==> config.mk <==
export PLATFORM = sky130hd
export DESIGN_NAME = sorted_key_child_table16
export DESIGN_NICKNAME = d
export VERILOG_FILES = /design/src/design/skct_pkg.sv /design/src/design/skct_cell.sv /design/src/design/sorted_key_child_table16.sv
export SDC_FILE = /design/constraint.sdc
export NUM_CORES = 2
export LEC_CHECK = 0
export BUFFER_PORTS_ARGS = -buffer_cell sky130_fd_sc_hd__buf_4
export CAP_MARGIN = 10
export CELL_PAD_IN_SITES_DETAIL_PLACEMENT = 1
export CELL_PAD_IN_SITES_GLOBAL_PLACEMENT = 2
export CORE_AREA = 2 2 314 316
export CTS_CLUSTER_SIZE = 16
export DETAILED_ROUTE_END_ITERATION = 8
export DIE_AREA = 0 0 316 318
export PLACE_DENSITY = 0.84
export SLEW_MARGIN = 10
export SYNTH_ARGS = -nofsm -noshare
export SYNTH_HDL_FRONTEND = slang
export SYNTH_HIERARCHICAL = 1
export SYNTH_SLANG_ARGS = --single-unit
==> constraint.sdc <==
create_clock -name clk -period 20.5 [get_ports clk]
set_input_delay 3.075 -clock clk [delete_from_list [all_inputs] [get_ports clk]]
set_output_delay 3.075 -clock clk [all_outputs]
set_load 0.02 [all_outputs]
==> src/design/skct_pkg.sv <==
// Package for the sorted key/child table: default sizes, beat types, operation and status codes, and cell control.
`timescale 1ns / 1ps
package skct_pkg;

  // Default sizes handed to the top level parameters
  localparam int ENTRIES_DEF     = 16;
  localparam int HANDLE_BITS_DEF = 32;

  // Operation codes
  localparam logic [1:0] FUNC_FIND   = 2'd0;
  localparam logic [1:0] FUNC_ADD    = 2'd1;
  localparam logic [1:0] FUNC_REMOVE = 2'd2;

  // Status codes
  localparam logic [2:0] ST_OK          = 3'd0;
  localparam logic [2:0] ST_ZERO_HANDLE = 3'd1;
  localparam logic [2:0] ST_FULL        = 3'd2;
  localparam logic [2:0] ST_EXISTS      = 3'd3;
  localparam logic [2:0] ST_EMPTY       = 3'd4;
  localparam logic [2:0] ST_NOT_FOUND   = 3'd5;

  // Input beat
  typedef struct packed {
    logic [1:0]  func;
    logic [7:0]  key;
    logic [31:0] child_in;
  } in_beat_t;

  // Result beat
  typedef struct packed {
    logic [2:0]  status;
    logic        hit;
    logic [31:0] child_out;
  } out_beat_t;

  // Broadcast control from the top level to every cell
  typedef struct packed {
    logic       cmp_en;
    logic       add_en;
    logic       rem_en;
    logic [7:0] key;
  } cell_ctl_t;

endpackage

==> src/design/skct_cell.sv <==
// One slot of the table: a key, its handle, an occupied bit and compare flags.
`timescale 1ns / 1ps
module skct_cell #(
  parameter int HANDLE_BITS = skct_pkg::HANDLE_BITS_DEF
) (
  input  logic                   clk,
  input  logic                   rst_n,
  input  skct_pkg::cell_ctl_t    ctl,
  input  logic [HANDLE_BITS-1:0] hdl_new,
  input  logic [7:0]             left_key,
  input  logic [HANDLE_BITS-1:0] left_hdl,
  input  logic                   left_occ,
  input  logic                   left_gt,
  input  logic [7:0]             right_key,
  input  logic [HANDLE_BITS-1:0] right_hdl,
  input  logic                   right_occ,
  output logic [7:0]             key_o,
  output logic [HANDLE_BITS-1:0] hdl_o,
  output logic                   occ_o,
  output logic                   gt_o,
  output logic                   match_o
);
  import skct_pkg::*;

  logic [7:0]             key_r, key_nxt;
  logic [HANDLE_BITS-1:0] hdl_r, hdl_nxt;
  logic                   occ_r, occ_nxt;
  logic                   gt_r, gt_nxt;
  logic                   match_r, match_nxt;

  // Compare flags: latched when a beat is taken, used when it is applied
  always_comb begin
    gt_nxt    = gt_r;
    match_nxt = match_r;
    if (ctl.cmp_en) begin
      gt_nxt    = occ_r && (key_r > ctl.key);
      match_nxt = occ_r && (key_r == ctl.key);
    end
  end

  // Slot update: shift up from the left on add, down from the right on remove
  always_comb begin
    key_nxt = key_r;
    hdl_nxt = hdl_r;
    occ_nxt = occ_r;
    if (ctl.add_en) begin
      if (left_gt) begin
        key_nxt = left_key;
        hdl_nxt = left_hdl;
        occ_nxt = 1'b1;
      end else if (left_occ && (gt_r || !occ_r)) begin
        // first slot past the smaller keys: the new entry lands here
        key_nxt = ctl.key;
        hdl_nxt = hdl_new;
        occ_nxt = 1'b1;
      end
    end else if (ctl.rem_en && (gt_r || match_r)) begin
      key_nxt = right_key;
      hdl_nxt = right_hdl;
      occ_nxt = right_occ;
    end
  end

  // Control state
  always_ff @(posedge clk) begin
    if (!rst_n) begin
      occ_r   <= 1'b0;
      gt_r    <= 1'b0;
      match_r <= 1'b0;
    end else begin
      occ_r   <= occ_nxt;
      gt_r    <= gt_nxt;
      match_r <= match_nxt;
    end
  end

  // Payload
  always_ff @(posedge clk) begin
    key_r <= key_nxt;
    hdl_r <= hdl_nxt;
  end

  assign key_o   = key_r;
  assign hdl_o   = hdl_r;
  assign occ_o   = occ_r;
  assign gt_o    = gt_r;
  assign match_o = match_r;

endmodule

==> src/design/sorted_key_child_table16.sv <==
// Top level: sorted table of byte keys and child handles built as a row of slot cells.
//
//   port group   dir  beat type   handshake
//   in_*         in   in_beat_t   in_valid / in_stall
//   out_*        out  out_beat_t  out_valid / out_stall
//
// The cells compare the key of a beat in the cycle it is taken; then the
// table applies the shift and writes the result register. One beat is in
// flight at a time: a new beat stalls until the one under work is applied.
// The result register frees as soon as its beat is taken, so a held result
// only delays the apply cycle of the beat behind it. Reset (rst_n low,
// synchronous) empties the table through the occupied bits.
`timescale 1ns / 1ps
module sorted_key_child_table16 #(
  parameter int ENTRIES     = skct_pkg::ENTRIES_DEF,
  parameter int HANDLE_BITS = skct_pkg::HANDLE_BITS_DEF
) (
  input  logic                clk,
  input  logic                rst_n,
  input  logic                in_valid,
  output logic                in_stall,
  input  skct_pkg::in_beat_t  in_data,
  output logic                out_valid,
  input  logic                out_stall,
  output skct_pkg::out_beat_t out_data
);
  import skct_pkg::*;

  logic                   op_valid_r, op_valid_nxt;
  logic [1:0]             op_func_r;
  logic [7:0]             op_key_r;
  logic [HANDLE_BITS-1:0] op_hdl_r;
  logic                   out_valid_r, out_valid_nxt;
  out_beat_t              out_r, out_nxt;

  logic                   accept;
  logic                   fire;
  cell_ctl_t              ctl;
  logic [HANDLE_BITS-1:0] found_hdl;
  logic                   any_match;
  logic                   tbl_full;
  logic                   tbl_empty;
  logic                   add_ok;
  logic                   rem_ok;

  logic [7:0]             key_a [ENTRIES];
  logic [HANDLE_BITS-1:0] hdl_a [ENTRIES];
  logic [ENTRIES-1:0]     occ_v;
  logic [ENTRIES-1:0]     gt_v;
  logic [ENTRIES-1:0]     match_v;

  // Handshake: one beat at a time, apply when the result register is free
  assign accept   = in_valid && !in_stall;
  assign in_stall = op_valid_r;
  assign fire     = op_valid_r && !(out_valid_r && out_stall);

  // Hold the beat under work
  always_ff @(posedge clk) begin
    if (accept) begin
      op_func_r <= in_data.func;
      op_key_r  <= in_data.key;
      op_hdl_r  <= HANDLE_BITS'(in_data.child_in);
    end
  end

  // Table-wide flags from the cells
  assign any_match = |match_v;
  assign tbl_full  = occ_v[ENTRIES-1];
  assign tbl_empty = !occ_v[0];

  always_comb begin
    found_hdl = '0;
    for (int i = 0; i < ENTRIES; i++) begin
      if (match_v[i]) found_hdl = found_hdl | hdl_a[i];
    end
  end

  // Decode the operation and build the result
  always_comb begin
    add_ok  = 1'b0;
    rem_ok  = 1'b0;
    out_nxt = '0;
    unique case (op_func_r)
      FUNC_FIND: begin
        out_nxt.status    = ST_OK;
        out_nxt.hit       = any_match;
        out_nxt.child_out = 32'(found_hdl);
      end
      FUNC_ADD: begin
        if (op_hdl_r == '0) begin
          out_nxt.status = ST_ZERO_HANDLE;
        end else if (tbl_full) begin
          out_nxt.status = ST_FULL;
        end else if (any_match) begin
          out_nxt.status = ST_EXISTS;
        end else begin
          out_nxt.status = ST_OK;
          add_ok         = 1'b1;
        end
      end
      FUNC_REMOVE: begin
        if (tbl_empty) begin
          out_nxt.status = ST_EMPTY;
        end else if (!any_match) begin
          out_nxt.status = ST_NOT_FOUND;
        end else begin
          out_nxt.status = ST_OK;
          rem_ok         = 1'b1;
        end
      end
      default: begin
        out_nxt.status = ST_OK;
      end
    endcase
  end

  // Broadcast to the cells
  always_comb begin
    ctl.cmp_en = accept;
    ctl.add_en = fire && add_ok;
    ctl.rem_en = fire && rem_ok;
    ctl.key    = accept ? in_data.key : op_key_r;
  end

  // Row of cells, each wired to its neighbors
  for (genvar i = 0; i < ENTRIES; i++) begin : g_cell
    logic [7:0]             l_key;
    logic [HANDLE_BITS-1:0] l_hdl;
    logic                   l_occ;
    logic                   l_gt;
    logic [7:0]             r_key;
    logic [HANDLE_BITS-1:0] r_hdl;
    logic                   r_occ;

    if (i == 0) begin : g_first
      assign l_key = '0;
      assign l_hdl = '0;
      assign l_occ = 1'b1;
      assign l_gt  = 1'b0;
    end else begin : g_mid_l
      assign l_key = key_a[i-1];
      assign l_hdl = hdl_a[i-1];
      assign l_occ = occ_v[i-1];
      assign l_gt  = gt_v[i-1];
    end

    if (i == ENTRIES - 1) begin : g_last
      assign r_key = '0;
      assign r_hdl = '0;
      assign r_occ = 1'b0;
    end else begin : g_mid_r
      assign r_key = key_a[i+1];
      assign r_hdl = hdl_a[i+1];
      assign r_occ = occ_v[i+1];
    end

    skct_cell #(
      .HANDLE_BITS(HANDLE_BITS)
    ) u_cell (
      .clk       (clk),
      .rst_n     (rst_n),
      .ctl       (ctl),
      .hdl_new   (op_hdl_r),
      .left_key  (l_key),
      .left_hdl  (l_hdl),
      .left_occ  (l_occ),
      .left_gt   (l_gt),
      .right_key (r_key),
      .right_hdl (r_hdl),
      .right_occ (r_occ),
      .key_o     (key_a[i]),
      .hdl_o     (hdl_a[i]),
      .occ_o     (occ_v[i]),
      .gt_o      (gt_v[i]),
      .match_o   (match_v[i])
    );
  end

  // Advance the control state
  always_comb begin
    op_valid_nxt = op_valid_r;
    if (accept)    op_valid_nxt = 1'b1;
    else if (fire) op_valid_nxt = 1'b0;

    out_valid_nxt = out_valid_r && out_stall;
    if (fire) out_valid_nxt = 1'b1;
  end

  always_ff @(posedge clk) begin
    if (!rst_n) begin
      op_valid_r  <= 1'b0;
      out_valid_r <= 1'b0;
    end else begin
      op_valid_r  <= op_valid_nxt;
      out_valid_r <= out_valid_nxt;
    end
  end

  // Result register
  always_ff @(posedge clk) begin
    if (fire) out_r <= out_nxt;
  end

  assign out_valid = out_valid_r;
  assign out_data  = out_r;

  // Occupied slots always form a run starting at slot zero
  a_occ_packed: assert property (@(posedge clk) disable iff (!rst_n)
    (occ_v & (occ_v + 1'b1)) == '0)
    else $error("occupied slots are not contiguous from slot zero");

  // A key sits in at most one slot
  a_one_match: assert property (@(posedge clk) disable iff (!rst_n)
    $onehot0(match_v))
    else $error("key matched in more than one slot");

  // A successful add grows the table by exactly one entry
  a_add_grows: assert property (@(posedge clk) disable iff (!rst_n)
    ctl.add_en |=> $countones(occ_v) == $past($countones(occ_v)) + 1)
    else $error("add did not grow the table by one");

  // A successful remove shrinks the table by exactly one entry
  a_rem_shrinks: assert property (@(posedge clk) disable iff (!rst_n)
    ctl.rem_en |=> $countones(occ_v) + 1 == $past($countones(occ_v)))
    else $error("remove did not shrink the table by one");

endmodule
Word-level counts from Yosys, hierarchy flattened
Index checks and enable logic that the tools add are counted.

operators by class
  magnitude comparators = 16
  eq/ne operators = 34
  muxes and demuxes = 222
  bitwise logic cells = 15
  reduce and logical (&&, ||, !) cells = 154

operator list
  cell                                                                   count
  32-bit two-way mux                                                     79
  8-bit two-way mux                                                      64
  32-bit OR                                                              15
  8-bit equality test                                                    16
  8-bit greater-than comparator                                          16
  1-bit two-way mux                                                      73
  1-bit logical AND                                                      68
  3-bit by 1-bit != test with 1-bit output, second input constant        15
  2-bit nonzero test                                                     17
  32-bit logical NOT                                                     1
  1-bit logical OR                                                       32
  2-bit AND reduction                                                    16
  1-bit logical NOT                                                      18
  16-bit OR reduction                                                    1
  2-bit two-way mux                                                      3
  3-bit two-way mux                                                      2
  3-bit case mux with 2 select lines                                     1
  2-bit by 1-bit equality test with 1-bit output, second input constant  1
  2-bit equality test, second input constant                             1
  2-bit logical NOT                                                      1
  2-bit by 1-bit != test with 1-bit output, second input constant        1

word-level totals
  bits in registers = 768
  input port bits = 46
  word-level logic and storage cells = 529

Depth between registers and ports, before layout
  word-level depth = 31
  depth in mapped cells = 10
  depth with buffers taken out = 8

Cells and area by module
Netlist, hierarchy kept.

by module, submodules not included
  module                              times used  cells an instance  area each (sq um)  sequential area each (sq um)
  skct_cell at g_cell[14].u_cell ...  11          221                2,483.6            1,261.2
  skct_cell at g_cell[0].u_cell ...   5           220                2,424.8            1,261.2
  sorted_key_child_table16            1           539                5,989.5            2,302.2

Least setup slack after synthesis
No wires, ideal clock.

  kind = in2reg
  start = in out_stall
  end = reg g_cell[0].u_cell.hdl_r[0] (enable)
  setup time = 0.398 ns
  arrival time = 8.170 ns
  slack = 11.932 ns
  stages = 5
  cell sequence = a21boi_0 nand2_1 nor2_1 o211ai_2 nand2_1

RTL lines
  item                  line                            RTL
  start, declared       sorted_key_child_table16.sv:24  input logic out_stall,
  end signal, assigned  skct_cell.sv:80                 hdl_r <= hdl_nxt;
  end, declared         skct_cell.sv:26                 logic [HANDLE_BITS-1:0] hdl_r, hdl_nxt;

==> summary.md <==
| Metric | Value |
|---|---|
| Status | `finished, final reports clean` |
| Arr. time, crit path | `7.44 ns` |
| Post-synth EDFFs | `710` |
| # rows | `115` |
| Post-route insts no fill | `5471` |
| Pins Over Slew Limit | `0` |
| Total Wirelength | `160 mm` |
| Worst EP required | `20.87 ns` |
| GRT Overall Usage | `31.6%` |
| Max cap viols | `0` |
| Tot Pwr | `3670 uW` |
| H-tree Lvls | `3` |
| Kind of critical path | `input pin to register` |
| # DRC | `0` |
| Via count of the first global-routing pass | `35000` |
| RSZ-0062 raised after global routing | `false` |
| Io pins | `84` |
| Worst Skew | `0.0288 ns` |
| Post-Syn Instances | `4070` |
| Area grow syn2layout | `8.18%` |
| Total iterations of the first detailed-routing run | `6` |
| CTS Sinks | `768` |
| Setup violations, final | `0` |
| Final cycle utilization of the critical path | `34.5%` |
| Nets | `4286` |
| R2R Path End | `g_cell[6].u_cell/hdl_o[27]$_DFFE_PP_` |
| Worst R2R Path Depth | `9` |
| Pin count of the biggest net entering global routing | `223` |
| Post-CTS resize count | `0` |
| DRT iter0 DRCs | `3877` |
| Die span in x | `316 microns` |
| Post-CTS Hold Buffers | `0` |
| Die Ht | `318 microns` |
| Post-CTS setup buffers | `0` |
| Share of cells above drive strength 1 | `11.1%` |
| Primary FF master, synth | `edfxtp_1` |
| Routed WL per cell | `29.3 microns` |
| Final min period | `7.07 ns` |
| Worst Tran Pin Value | `1.18 ns` |
| Pleak | `0.0170 uW` |
| Critical hold path startpoint | `op_key_r[2]$_DFF_P_` |
| Worst R2R Start | `op_hdl_r[29]$_DFFE_PP_` |
| Syn. warnings | `6` |
| Starting Density | `46.6%` |
| Dpl hpwl | `88.0 mm` |
| Clock latency on the worst-skew pair | `0.70 ns` |
| Core Footprint | `97400 sq um` |
| #FFs+latches synth | `768` |
| Fraction of registers with async set/reset | `0%` |
| Power Dens Cells | `74.7 nW/um^2` |
| Initial antenna violation count | `1` |
| CTS tree | `done` |
| Sequential share of the synthesized area | `49.5%` |
| Hold WC Path Type | `register to register` |
| Routed Antenna Nets | `0` |
| Worst Path Max Fanout | `222` |
| DR vias/cell | `6.34` |
| TritonCTS Buffers | `91` |
| Fmax | `141 MHz` |
| Setup crit start kind | `input pin` |
| Area of the mapped netlist | `45400 sq um` |
| First-pass GRT wire length | `236 mm` |
| Rel. slew slack | `21.3%` |
| Clock Path Buffers | `3` |
| Final hold slack | `0.479 ns` |
| CTS clk-pin slew, worst paths | `0.06 ns` |
| Gpl congestion | `0.798` |
| CTS Root Buffer Type | `clkbuf_16` |
| Dpl cells | `5303` |
| Syn Area/Cell | `11.2 sq um` |
| CP Capture Type | `register` |
| Critical Path Start | `out_stall` |
| Worst IR Drop VDD | `0.0661 mV` |
| Reg2reg setup slack | `14.61 ns` |
| Global route overflow | `0` |
| Via count | `34700` |
| Hold worst-path end | `op_key_r[2]$_DFF_P_` |
| IO Port Bufs | `83` |
| Hold depth | `1` |
| Post-synthesis cell type count | `56` |
| Final Hold Viols | `0` |
| Setup TNS Final | `0 ns` |
| Die area | `100000 sq um` |
## sequential cells by signal (all words and copies together), names as in the netlist, 2 cells and up
signal	cells
out_data	36
g_cell.u_cell/key_o	128
g_cell.u_cell/match_o	16
g_cell.u_cell/gt_o	16
g_cell.u_cell/hdl_o	512
op_key_r	8
g_cell.u_cell/occ_o	16
op_hdl_r	32
op_func_r	2
## Yosys cell counts, drive strengths merged, types with 58 or more instances
master  count  area [sq um]
a21oi     673          3490
a221oi     64           848
a22o       64           561
a22oi     128           961
buf       210          2130
clkbuf     70           263
dfxtp      58          1160
edfxtp    710         21300
ha        131          1640
inv       173           649
mux2i     657          6580
nand2      70           263
nand3      76           380
nor2      659          2480
## layer usage
metal / vias to the layer above / share of wire (%) / GRT usage [%]
li1: 15300 / - / -
met1: 17600 / 43 / 44.6
met2: 1490 / 46 / 49.5
met3: 339 / 8.1 / 5.28
met4: 0 / 3.2 / 9.70
met5: - / 0 / 0
## power by group
part           switching (uW)  total (uW)  internal (uW)
Clock                     708        1610            903
Sequential               21.3        1730           1710
Combinational             207         324            117
## logic make-up after synthesis
logic type | after synthesis | synth area share, %
and+or+nand+nor | 917 | 9.00
AOI/OAI and AO/OA | 1134 | 16.5
DFF | 768 | 49.5
other | 2 | 0.0165
adders and majority gates | 131 | 3.61
muxes | 665 | 14.7
buffers and inverters | 453 | 6.69
## worst max-delay path: stages
cell	delay (ns)
buf_4	0.12
a21boi_4	0.19
and4b_4	0.42
buf_12	0.66
buf_4	0.69
buf_4	0.79
buf_4	0.91
a21oi_1	0.19
## placed cells by master (no fill, tap or decap), types with 12 or more instances in the layout
cell type and count:
edfxtp_1 710, nor2_1 657, nand2_4 16, a21boi_1 27
nor2b_1 22, conb_1 83, o21ai_1 27, dfxtp_1 27
o211ai_2 16, nand3_1 76, dfxtp_2 16, a221oi_1 18
clkbuf_1 16, a21oi_1 662, o21a_1 37, ha_1 130
nand4_1 21, inv_2 16, a221oi_2 46, nand2_1 54
mux2i_1 657, clkinv_1 19, and3_1 12, a22o_1 64
clkinv_2 22, a22oi_1 128, clkbuf_16 91, buf_4 144
and2_1 12, dfxtp_4 15, inv_1 157
## final cells by class
class                           instances  area, sq um
Fill cell                           10400        48300
Sequential cell                       768        22600
Multi-Input combinational cell       2930        20400
Clock buffer                          113         2420
Tap cell                             1287         1610
Timing Repair Buffer                  145         1100
Inverter                              173          649
Clock inverter                         54          449
Antenna cell                            1         2.50
## worst max path at each step
stage                                                       to  slack, ns
after global placement    g_cell[9].u_cell/hdl_o[27]$_DFFE_PP_      13.06
after CTS                 g_cell[6].u_cell/hdl_o[27]$_DFFE_PP_      13.66
after global routing      g_cell[0].u_cell/hdl_o[22]$_DFFE_PP_      13.24
final                     g_cell[6].u_cell/hdl_o[27]$_DFFE_PP_      13.43
after floorplan            g_cell[0].u_cell/hdl_o[0]$_DFFE_PP_      11.93
after detailed placement  g_cell[6].u_cell/hdl_o[27]$_DFFE_PP_      12.97
## through the flow
| stage | area (sq um) | worst slack [ns] | utilization, % |
|---|---|---|---|
| after global routing | 49100 | 13.24 | 50.5 |
| after CTS | 49100 | 13.66 | 50.5 |
| final | 49200 | 13.43 | 50.5 |
| after global placement | 46300 | 13.06 | 47.5 |
| after detailed placement | 46300 | 12.97 | 47.5 |
| after floorplan | 45700 | 11.93 | - |
(Power assumes the default switching activity.)
